**config.mk**
```make
export PLATFORM = sky130hd
export DESIGN_NAME = cidr_prefix_list_match
export DESIGN_NICKNAME = d
export VERILOG_FILES = /design/src/design/cpm_pkg.sv /design/src/design/cpm_ctrl.sv /design/src/design/cpm_dpath.sv /design/src/design/cidr_prefix_list_match.sv
export SDC_FILE = /design/constraint.sdc
export NUM_CORES = 2
export LEC_CHECK = 0
export BUFFER_PORTS_ARGS = -buffer_cell sky130_fd_sc_hd__buf_2
export CORE_AREA = 2 2 701 703
export CTS_CLUSTER_DIAMETER = 120
export CTS_CLUSTER_SIZE = 24
export DETAILED_ROUTE_END_ITERATION = 16
export DIE_AREA = 0 0 703 705
export HOLD_SLACK_MARGIN = 0.06
export PLACE_DENSITY_LB_ADDON = 0.3
export SYNTH_ARGS = -nofsm -noshare
export SYNTH_HDL_FRONTEND = slang
export SYNTH_SLANG_ARGS = --single-unit
```
**constraint.sdc**
```tcl
create_clock -name clk -period 10.45 [get_ports clk]
set_input_delay 1.045 -clock clk [delete_from_list [all_inputs] [get_ports clk]]
set_output_delay 1.045 -clock clk [all_outputs]
set_load 0.01 [all_outputs]
```
**src/design/cpm_pkg.sv**
```systemverilog
// ----------------------------------------------------------------------------
// cpm_pkg - shared definitions for the CIDR prefix list matcher
// Field widths, command codes and the controller/datapath interface types.
// ----------------------------------------------------------------------------
package cpm_pkg;

  localparam int CMD_W           = 2;
  localparam int ADDR_W          = 32;
  localparam int LEN_W           = 6;
  localparam int ENTRY_W         = 2 * ADDR_W;   // {mask, subnet}
  localparam int IN_TDATA_W      = 40;           // address + prefix_len, byte padded
  localparam int OUT_TDATA_W     = 8;            // match + status, byte padded
  localparam int TABLE_DEPTH_DEF = 64;

  localparam logic [CMD_W-1:0] CMD_CLEAR  = 2'd0;
  localparam logic [CMD_W-1:0] CMD_APPEND = 2'd1;
  localparam logic [CMD_W-1:0] CMD_LOOKUP = 2'd2;

  // controller -> datapath
  typedef struct packed {
    logic load;      // capture the input transaction
    logic exec;      // run clear / append / scan set-up
    logic scan;      // one scan step
    logic out_load;  // move the result into the output register
  } ctrl_cmd_t;

  // datapath -> controller
  typedef struct packed {
    logic is_lookup;
    logic scan_done;
    logic out_free;
  } dp_stat_t;

endpackage

```
**src/design/cpm_ctrl.sv**
```systemverilog
// ----------------------------------------------------------------------------
// cpm_ctrl - sequencing for the CIDR prefix list matcher
// Accepts one transaction, runs it in the datapath, hands the result over.
// ----------------------------------------------------------------------------
module cpm_ctrl (
  input  logic                 clk,
  input  logic                 rst_n,
  input  logic                 in_tvalid,
  output logic                 in_tready,
  input  cpm_pkg::dp_stat_t    stat,
  output cpm_pkg::ctrl_cmd_t   ctrl
);

  localparam logic [1:0] ST_IDLE = 2'd0;
  localparam logic [1:0] ST_EXEC = 2'd1;
  localparam logic [1:0] ST_SCAN = 2'd2;
  localparam logic [1:0] ST_RESP = 2'd3;

  logic [1:0] state_r;
  logic [1:0] state_nxt;

  assign in_tready = (state_r == ST_IDLE);

  always_comb begin
    state_nxt     = state_r;
    ctrl          = '0;
    case (state_r)
      ST_IDLE: begin
        if (in_tvalid) begin
          ctrl.load = 1'b1;
          state_nxt = ST_EXEC;
        end
      end
      ST_EXEC: begin
        ctrl.exec = 1'b1;
        state_nxt = stat.is_lookup ? ST_SCAN : ST_RESP;
      end
      ST_SCAN: begin
        ctrl.scan = 1'b1;
        if (stat.scan_done) begin
          state_nxt = ST_RESP;
        end
      end
      ST_RESP: begin
        if (stat.out_free) begin
          ctrl.out_load = 1'b1;
          state_nxt     = ST_IDLE;
        end
      end
      default: begin
        state_nxt = ST_IDLE;
      end
    endcase
  end

  always_ff @(posedge clk) begin
    if (!rst_n) begin
      state_r <= ST_IDLE;
    end else begin
      state_r <= state_nxt;
    end
  end

endmodule

```
**src/design/cpm_dpath.sv**
```systemverilog
// ----------------------------------------------------------------------------
// cpm_dpath - prefix store, scan compare and result register
// Holds the entry memory and count, builds masks, scans entries in order.
// ----------------------------------------------------------------------------
module cpm_dpath #(
  parameter int TABLE_DEPTH = cpm_pkg::TABLE_DEPTH_DEF
) (
  input  logic                              clk,
  input  logic                              rst_n,
  input  logic [cpm_pkg::IN_TDATA_W-1:0]    in_tdata,
  input  logic [cpm_pkg::CMD_W-1:0]         in_tuser,
  input  cpm_pkg::ctrl_cmd_t                ctrl,
  output cpm_pkg::dp_stat_t                 stat,
  output logic                              out_tvalid,
  input  logic                              out_tready,
  output logic [cpm_pkg::OUT_TDATA_W-1:0]   out_tdata
);

  localparam int CNT_W = $clog2(TABLE_DEPTH + 1);
  localparam int IDX_W = (TABLE_DEPTH > 1) ? $clog2(TABLE_DEPTH) : 1;
  localparam int AW    = cpm_pkg::ADDR_W;

  // captured transaction
  logic [cpm_pkg::CMD_W-1:0] cmd_r;
  logic [AW-1:0]             addr_r;
  logic [cpm_pkg::LEN_W-1:0] len_r;

  logic [CNT_W-1:0] count_r,  count_nxt;
  logic [CNT_W-1:0] rd_ptr_r, rd_ptr_nxt;
  logic             rvalid_r, rvalid_nxt;
  logic             out_valid_r, out_valid_nxt;
  logic             res_match_r,  res_match_nxt;
  logic             res_status_r, res_status_nxt;
  logic             out_match_r;
  logic             out_status_r;

  logic [cpm_pkg::ENTRY_W-1:0] mem [TABLE_DEPTH];
  logic [cpm_pkg::ENTRY_W-1:0] rdata_r;

  logic          full;
  logic [AW-1:0] mask;
  logic          rd_en;
  logic          wr_en;
  logic          more;
  logic [AW-1:0] sub_q;
  logic [AW-1:0] mask_q;
  logic          zero_sub;
  logic          hit;

  assign full   = (count_r >= CNT_W'(TABLE_DEPTH));
  // lengths 32..63 saturate to all ones; /0 gives an empty mask
  assign mask   = len_r[5] ? '1 : ~({AW{1'b1}} >> len_r[4:0]);
  assign more   = (rd_ptr_r < count_r);
  assign rd_en  = ctrl.scan && more;
  assign wr_en  = ctrl.exec && (cmd_r == cpm_pkg::CMD_APPEND) && !full;

  assign sub_q    = rdata_r[AW-1:0];
  assign mask_q   = rdata_r[cpm_pkg::ENTRY_W-1:AW];
  assign zero_sub = (sub_q == '0);
  assign hit      = ((mask_q & addr_r) == sub_q);

  assign stat.is_lookup = (cmd_r == cpm_pkg::CMD_LOOKUP);
  // an entry in flight is judged first; with none, the scan ends at the count
  assign stat.scan_done = rvalid_r ? (zero_sub || hit) : !more;
  assign stat.out_free  = !out_valid_r || out_tready;

  always_comb begin
    count_nxt      = count_r;
    rd_ptr_nxt     = rd_ptr_r;
    rvalid_nxt     = rvalid_r;
    res_match_nxt  = res_match_r;
    res_status_nxt = res_status_r;
    out_valid_nxt  = out_valid_r;

    if (out_tready) begin
      out_valid_nxt = 1'b0;
    end
    if (ctrl.out_load) begin
      out_valid_nxt = 1'b1;
    end

    if (ctrl.exec) begin
      res_match_nxt  = 1'b0;
      res_status_nxt = 1'b0;
      rd_ptr_nxt     = '0;
      rvalid_nxt     = 1'b0;
      case (cmd_r)
        cpm_pkg::CMD_CLEAR: begin
          count_nxt = '0;
        end
        cpm_pkg::CMD_APPEND: begin
          if (full) begin
            res_status_nxt = 1'b1;
          end else begin
            count_nxt = count_r + 1'b1;
          end
        end
        default: begin
        end
      endcase
    end

    if (ctrl.scan) begin
      rvalid_nxt = rd_en;
      if (rd_en) begin
        rd_ptr_nxt = rd_ptr_r + 1'b1;
      end
      if (stat.scan_done) begin
        res_match_nxt = rvalid_r && !zero_sub && hit;
      end
    end
  end

  always_ff @(posedge clk) begin
    if (!rst_n) begin
      count_r     <= '0;
      rd_ptr_r    <= '0;
      rvalid_r    <= 1'b0;
      out_valid_r <= 1'b0;
    end else begin
      count_r     <= count_nxt;
      rd_ptr_r    <= rd_ptr_nxt;
      rvalid_r    <= rvalid_nxt;
      out_valid_r <= out_valid_nxt;
    end
  end

  always_ff @(posedge clk) begin
    res_match_r  <= res_match_nxt;
    res_status_r <= res_status_nxt;
    if (ctrl.load) begin
      cmd_r  <= in_tuser;
      addr_r <= in_tdata[AW-1:0];
      len_r  <= in_tdata[AW+cpm_pkg::LEN_W-1:AW];
    end
    if (ctrl.out_load) begin
      out_match_r  <= res_match_r;
      out_status_r <= res_status_r;
    end
  end

  // entry memory: one write port, one registered read port
  always_ff @(posedge clk) begin
    if (wr_en) begin
      mem[count_r[IDX_W-1:0]] <= {mask, addr_r & mask};
    end
    if (rd_en) begin
      rdata_r <= mem[rd_ptr_r[IDX_W-1:0]];
    end
  end

  assign out_tvalid = out_valid_r;
  assign out_tdata  = {{(cpm_pkg::OUT_TDATA_W-2){1'b0}}, out_status_r, out_match_r};

`ifndef NO_ASSERTIONS
  a_count_bound: assert property (@(posedge clk) disable iff (!rst_n)
    count_r <= CNT_W'(TABLE_DEPTH))
    else $error("entry count beyond table depth");

  a_no_overwrite: assert property (@(posedge clk) disable iff (!rst_n)
    ctrl.out_load |-> (!out_valid_r || out_tready))
    else $error("result loaded over an untaken result");

  a_read_in_range: assert property (@(posedge clk) disable iff (!rst_n)
    rd_en |-> (rd_ptr_r < count_r))
    else $error("scan read past the last entry");

  a_status_append_only: assert property (@(posedge clk) disable iff (!rst_n)
    (ctrl.out_load && (cmd_r != cpm_pkg::CMD_APPEND)) |-> !res_status_r)
    else $error("status raised outside an append");
`endif

endmodule

```
**src/design/cidr_prefix_list_match.sv**
```systemverilog
// ----------------------------------------------------------------------------
// cidr_prefix_list_match - IPv4 address filter over a list of CIDR prefixes
// Clear, append and lookup commands over a stored list of subnet/mask entries.
// ----------------------------------------------------------------------------
// One transaction is handled at a time and each gives exactly one result.
// A clear or append goes from acceptance through the execute state to the
// response state, which loads the result once the output register is free; a
// lookup scans the entries in order in between, until the fill count or
// a verdict, because the prefix memory has one read port and is read one entry
// per cycle. The next transaction is accepted in the cycle after the previous
// result is loaded into the output register, even if it is not yet taken.
// The command sits in in_tuser; address and prefix length in in_tdata.
// ----------------------------------------------------------------------------
module cidr_prefix_list_match #(
  parameter int TABLE_DEPTH = cpm_pkg::TABLE_DEPTH_DEF
) (
  input  logic                            clk,
  input  logic                            rst_n,
  input  logic                            in_tvalid,
  output logic                            in_tready,
  // [31:0] address, [37:32] prefix_len, [39:38] zero
  input  logic [cpm_pkg::IN_TDATA_W-1:0]  in_tdata,
  // [1:0] command
  input  logic [cpm_pkg::CMD_W-1:0]       in_tuser,
  output logic                            out_tvalid,
  input  logic                            out_tready,
  // [0] match, [1] status, [7:2] zero
  output logic [cpm_pkg::OUT_TDATA_W-1:0] out_tdata
);

  cpm_pkg::ctrl_cmd_t ctrl;
  cpm_pkg::dp_stat_t  stat;

  cpm_ctrl u_ctrl (
    .clk       (clk),
    .rst_n     (rst_n),
    .in_tvalid (in_tvalid),
    .in_tready (in_tready),
    .stat      (stat),
    .ctrl      (ctrl)
  );

  cpm_dpath #(
    .TABLE_DEPTH (TABLE_DEPTH)
  ) u_dpath (
    .clk        (clk),
    .rst_n      (rst_n),
    .in_tdata   (in_tdata),
    .in_tuser   (in_tuser),
    .ctrl       (ctrl),
    .stat       (stat),
    .out_tvalid (out_tvalid),
    .out_tready (out_tready),
    .out_tdata  (out_tdata)
  );

endmodule
```
==> impl_metrics.yaml <==
clock_network:
  cts_root_buffer: "clkbuf_16"
  cts-hold-fix-buffers: 0
  worstSkewPairLatency_ns: 0.95
  numCtsBuffers: 198
  htreeDepth: 4
  clkTransAtPathRegs_ns: 0.10
  cts_max_path_buffers: 4
  cts_num_sinks: 4222
  cts_tree: "built"
  cts_resized: 0
  cts_setup_buffers: 0
final_layout:
  design_area_mm2: 0.176
  syn_to_final_growth_pct: 9.35
  final_cell_mix: "edfxtp_1 (4203), mux4_2 (1256), buf_4 (235), clkbuf_16 (201), a22oi_1 (129)"
  drive_above_1_share_pct: 28.3
  nNetsFinal: 6731
  layout_commonest_cell: "edfxtp_1"
grt:
  grt_util_all_layers_pct: 18.4
  grt_pass1_wl_um: 630000
  grt_pass1_vias: 73400
  gr-total-overflow: 0
  antenna_found_initial: 28
  grt_start_max_net_pins: 129
drt:
  drtPass1Iterations: 7
  vias: 75000
  ant_nets: 0
  vias_per_cell: 5.69
  drtIter0Drc: 12300
  routedWlPerCell_um: 35.5
  route.detailed.drc: 0
  drt_wl_total_um: 467000
timing:
  min_period_ns: 6.12
  tightest_slew_ns: 1.39
  hold-worst-slack_ns: 0.273
  fin_ws_ns: 4.33
  min_period_over_period_pct: 58.6
  rsz0062_at_grt: "no"
  hold_viol: 0
  tns_ns: 0
  slew_headroom_pct: 6.55
  drv_slew: 0
  clock.fmax_ghz: 0.163
  finClkSkew_ns: 0.0551
  finalSetupViolCount: 0
pwr:
  max-vdd-ir-drop_v: 0.000125
  total_power_uw: 30300
  pwr_density_cell_mw_per_mm2: 172
  leakagePower_uw: 0.0502
synth:
  yosysUniqueCellTypes: 43
  syn_avg_cell_area_um2: 24.7
  yosysTopAreaCellShare_pct: 78.6
  synth_seq_cells: 4222
  synthCells: 6503
  seq_area_frac_synth_pct: 78.9
  synth_area_leaders: "edfxtp_1 (79%), mux4_2 (18%), a22oi_1 (0.60%)"
  netlist_area_mm2: 0.161
  yosys.area.top_type: "edfxtp_1"
  synth_warnings: 0
critical_path:
  critPathMaxFanout: 74
  start_kind: "register"
  worstPathCellList: "buf_4 -> nor2_2 -> inv_1 -> buf_4 -> nor2_1 -> inv_1 -> buf_4 -> nor2_1 -> inv_1 -> buf_4 -> or2_2 -> buf_4 -> and2_2"
  critPathMostFrequentCell: "buf_4"
  worstSetupEndpointType: "register"
  slowest_delay_ns: 0.89
  crit_family: "buffers and inverters"
  crit_arrival_ns: 6.69
  cp_num_buf_inv: 8
  crit_slowest_cell: "and2_2"
  crit_type: "register to register"
  required_ns: 11.02
floorplanning:
  core_area_mm2: 0.488
  ioPinCount: 56
  die_w_um: 703
  die_area_mm2: 0.496
  die_h_um: 705
  num_rows: 257
  floorplan.initialDensity_pct: 32.9
place:
  port_buffers: 47
  place_area_mm2: 0.170
  dp_slack_ns: 4.33
  place_congestion: 0.798
  dp_hpwl_um: 238000
outcome:
  status: "complete, no violations"
flow_run:
  drv_cap: 0
hold_path:
  worstHoldPathType: "primary input to register"
==> synthesized netlist by cell type <==
cell       number
nor4b_1         1
o31a_1          1
o21bai_1        4
o2111ai_2       1
buf_1          22
nor4_1          9
o21ai_0        20
clkbuf_1      177
a31oi_1         1
mux2i_1        27
o211ai_1        1
or2_2           1
and4_1          1
buf_4          31
a211oi_1       34
nor2_1         95
and3b_1         8
nand2b_1        6
nand2_1        97
clkinv_1        3
a21o_1         10
a21boi_0        8
xnor2_1         4
dfxtp_1        19
nand3_1        24
nor2b_1        36
nand3b_1        2
nor3_1          3
or3_1           2
inv_1          17
ha_1           13
conb_1          1
and2_1         33
a22oi_1       129
and3_1         17
mux4_2       1256
o22a_1          8
buf_6           4
o21a_1          1
edfxtp_1     4203
a21oi_1        56
buf_2         107
nand4_1        10
==> worst register-to-register path: cells and delay by family (launching register included) <==
| kind | cells | cell delay (ns) |
|---|---|---|
| and+or+nand+nor | 5 | 2.26 |
| DFF | 1 | 0.33 |
| buffers and inverters | 8 | 3.12 |
==> power by group <==
| group | internal, uW | switching [uW] | total, uW |
|---|---|---|---|
| clock network | 3480 | 5150 | 8630 |
| registers | 19700 | 104 | 19800 |
| logic | 361 | 1460 | 1820 |
| total | 23500 | 6710 | 30300 |
==> logic make-up (layout without fill, tap and decap cells) <==
logic type                 after synthesis  in the layout  synth area share (%)
buffers and inverters                  361            545                  1.02
AOI/OAI and AO/OA                      274            274                  1.17
and+or+nand+nor                        345            345                  1.04
other                                    1             16               0.00234
DFF                                   4222           4222                  78.9
muxes                                 1283           1283                  17.8
xor gates and xnor gates                 4              4                0.0218
adders and majority gates               13             13                 0.101
==> metal layers <==
layer  track usage, %  vias up  routed length [um]  share of wire [%]
li1                 -    28200                   -                  -
met1             26.9    42500              195000                 42
met2             29.3     3718              221000                 47
met3             2.83      518               40900                8.7
met4             3.83        0               10500                2.2
met5                0        -                   0                  0
==> final cells by class <==
type                       instances  area [um2]
timing repair buffer             305        2460
multi-input combinational       1925       33100
clock buffer                     210        5060
inverter                          20        77.6
clock inverter                    10         129
tap                             6475        8100
fill                           44000      313000
antenna                           10        25.0
sequential                      4222      127000
==> flip-flops by register name (all words and copies together) (netlist names) <==
| register | cells |
|---|---|
| u_dpath.len_r | 6 |
| u_dpath.out_status_r | 1 |
| u_dpath.mem | 4096 |
| u_dpath.rd_ptr_r | 7 |
| u_dpath.res_status_r | 1 |
| u_dpath.rvalid_r | 1 |
| u_dpath.res_match_r | 1 |
| u_dpath.addr_r | 32 |
| u_dpath.out_match_r | 1 |
| u_dpath.count_r | 7 |
| u_dpath.rdata_r | 64 |
| u_dpath.cmd_r | 2 |
| u_dpath.out_tvalid | 1 |
| u_ctrl.state_r | 2 |
==> stage by stage <==
step           utilization [%]  cells
3_3_place_gp              34.9  12900
3_5_place_dp              34.9  12900
4_1_cts                   36.0  13200
5_1_grt                   36.0  13200
2_1_floorplan                -   6508
6_report                  36.0  13200
==> worst paths after layout <==
path | start | endpoint | slack, ns | cells past startpoint
worst max-delay path | u_dpath.len_r[5] | u_dpath.mem[1][30] | 4.33 | 13
worst min-delay path | in_tdata[26] | u_dpath.addr_r[26] | 0.27 | 1
worst max register to register | u_dpath.len_r[5] | u_dpath.mem[1][30] | 4.33 | 13
worst min register to register | u_dpath.res_status_r | u_dpath.out_status_r | 0.45 | 0
No activity file was read; power rests on OpenSTA's default activity.
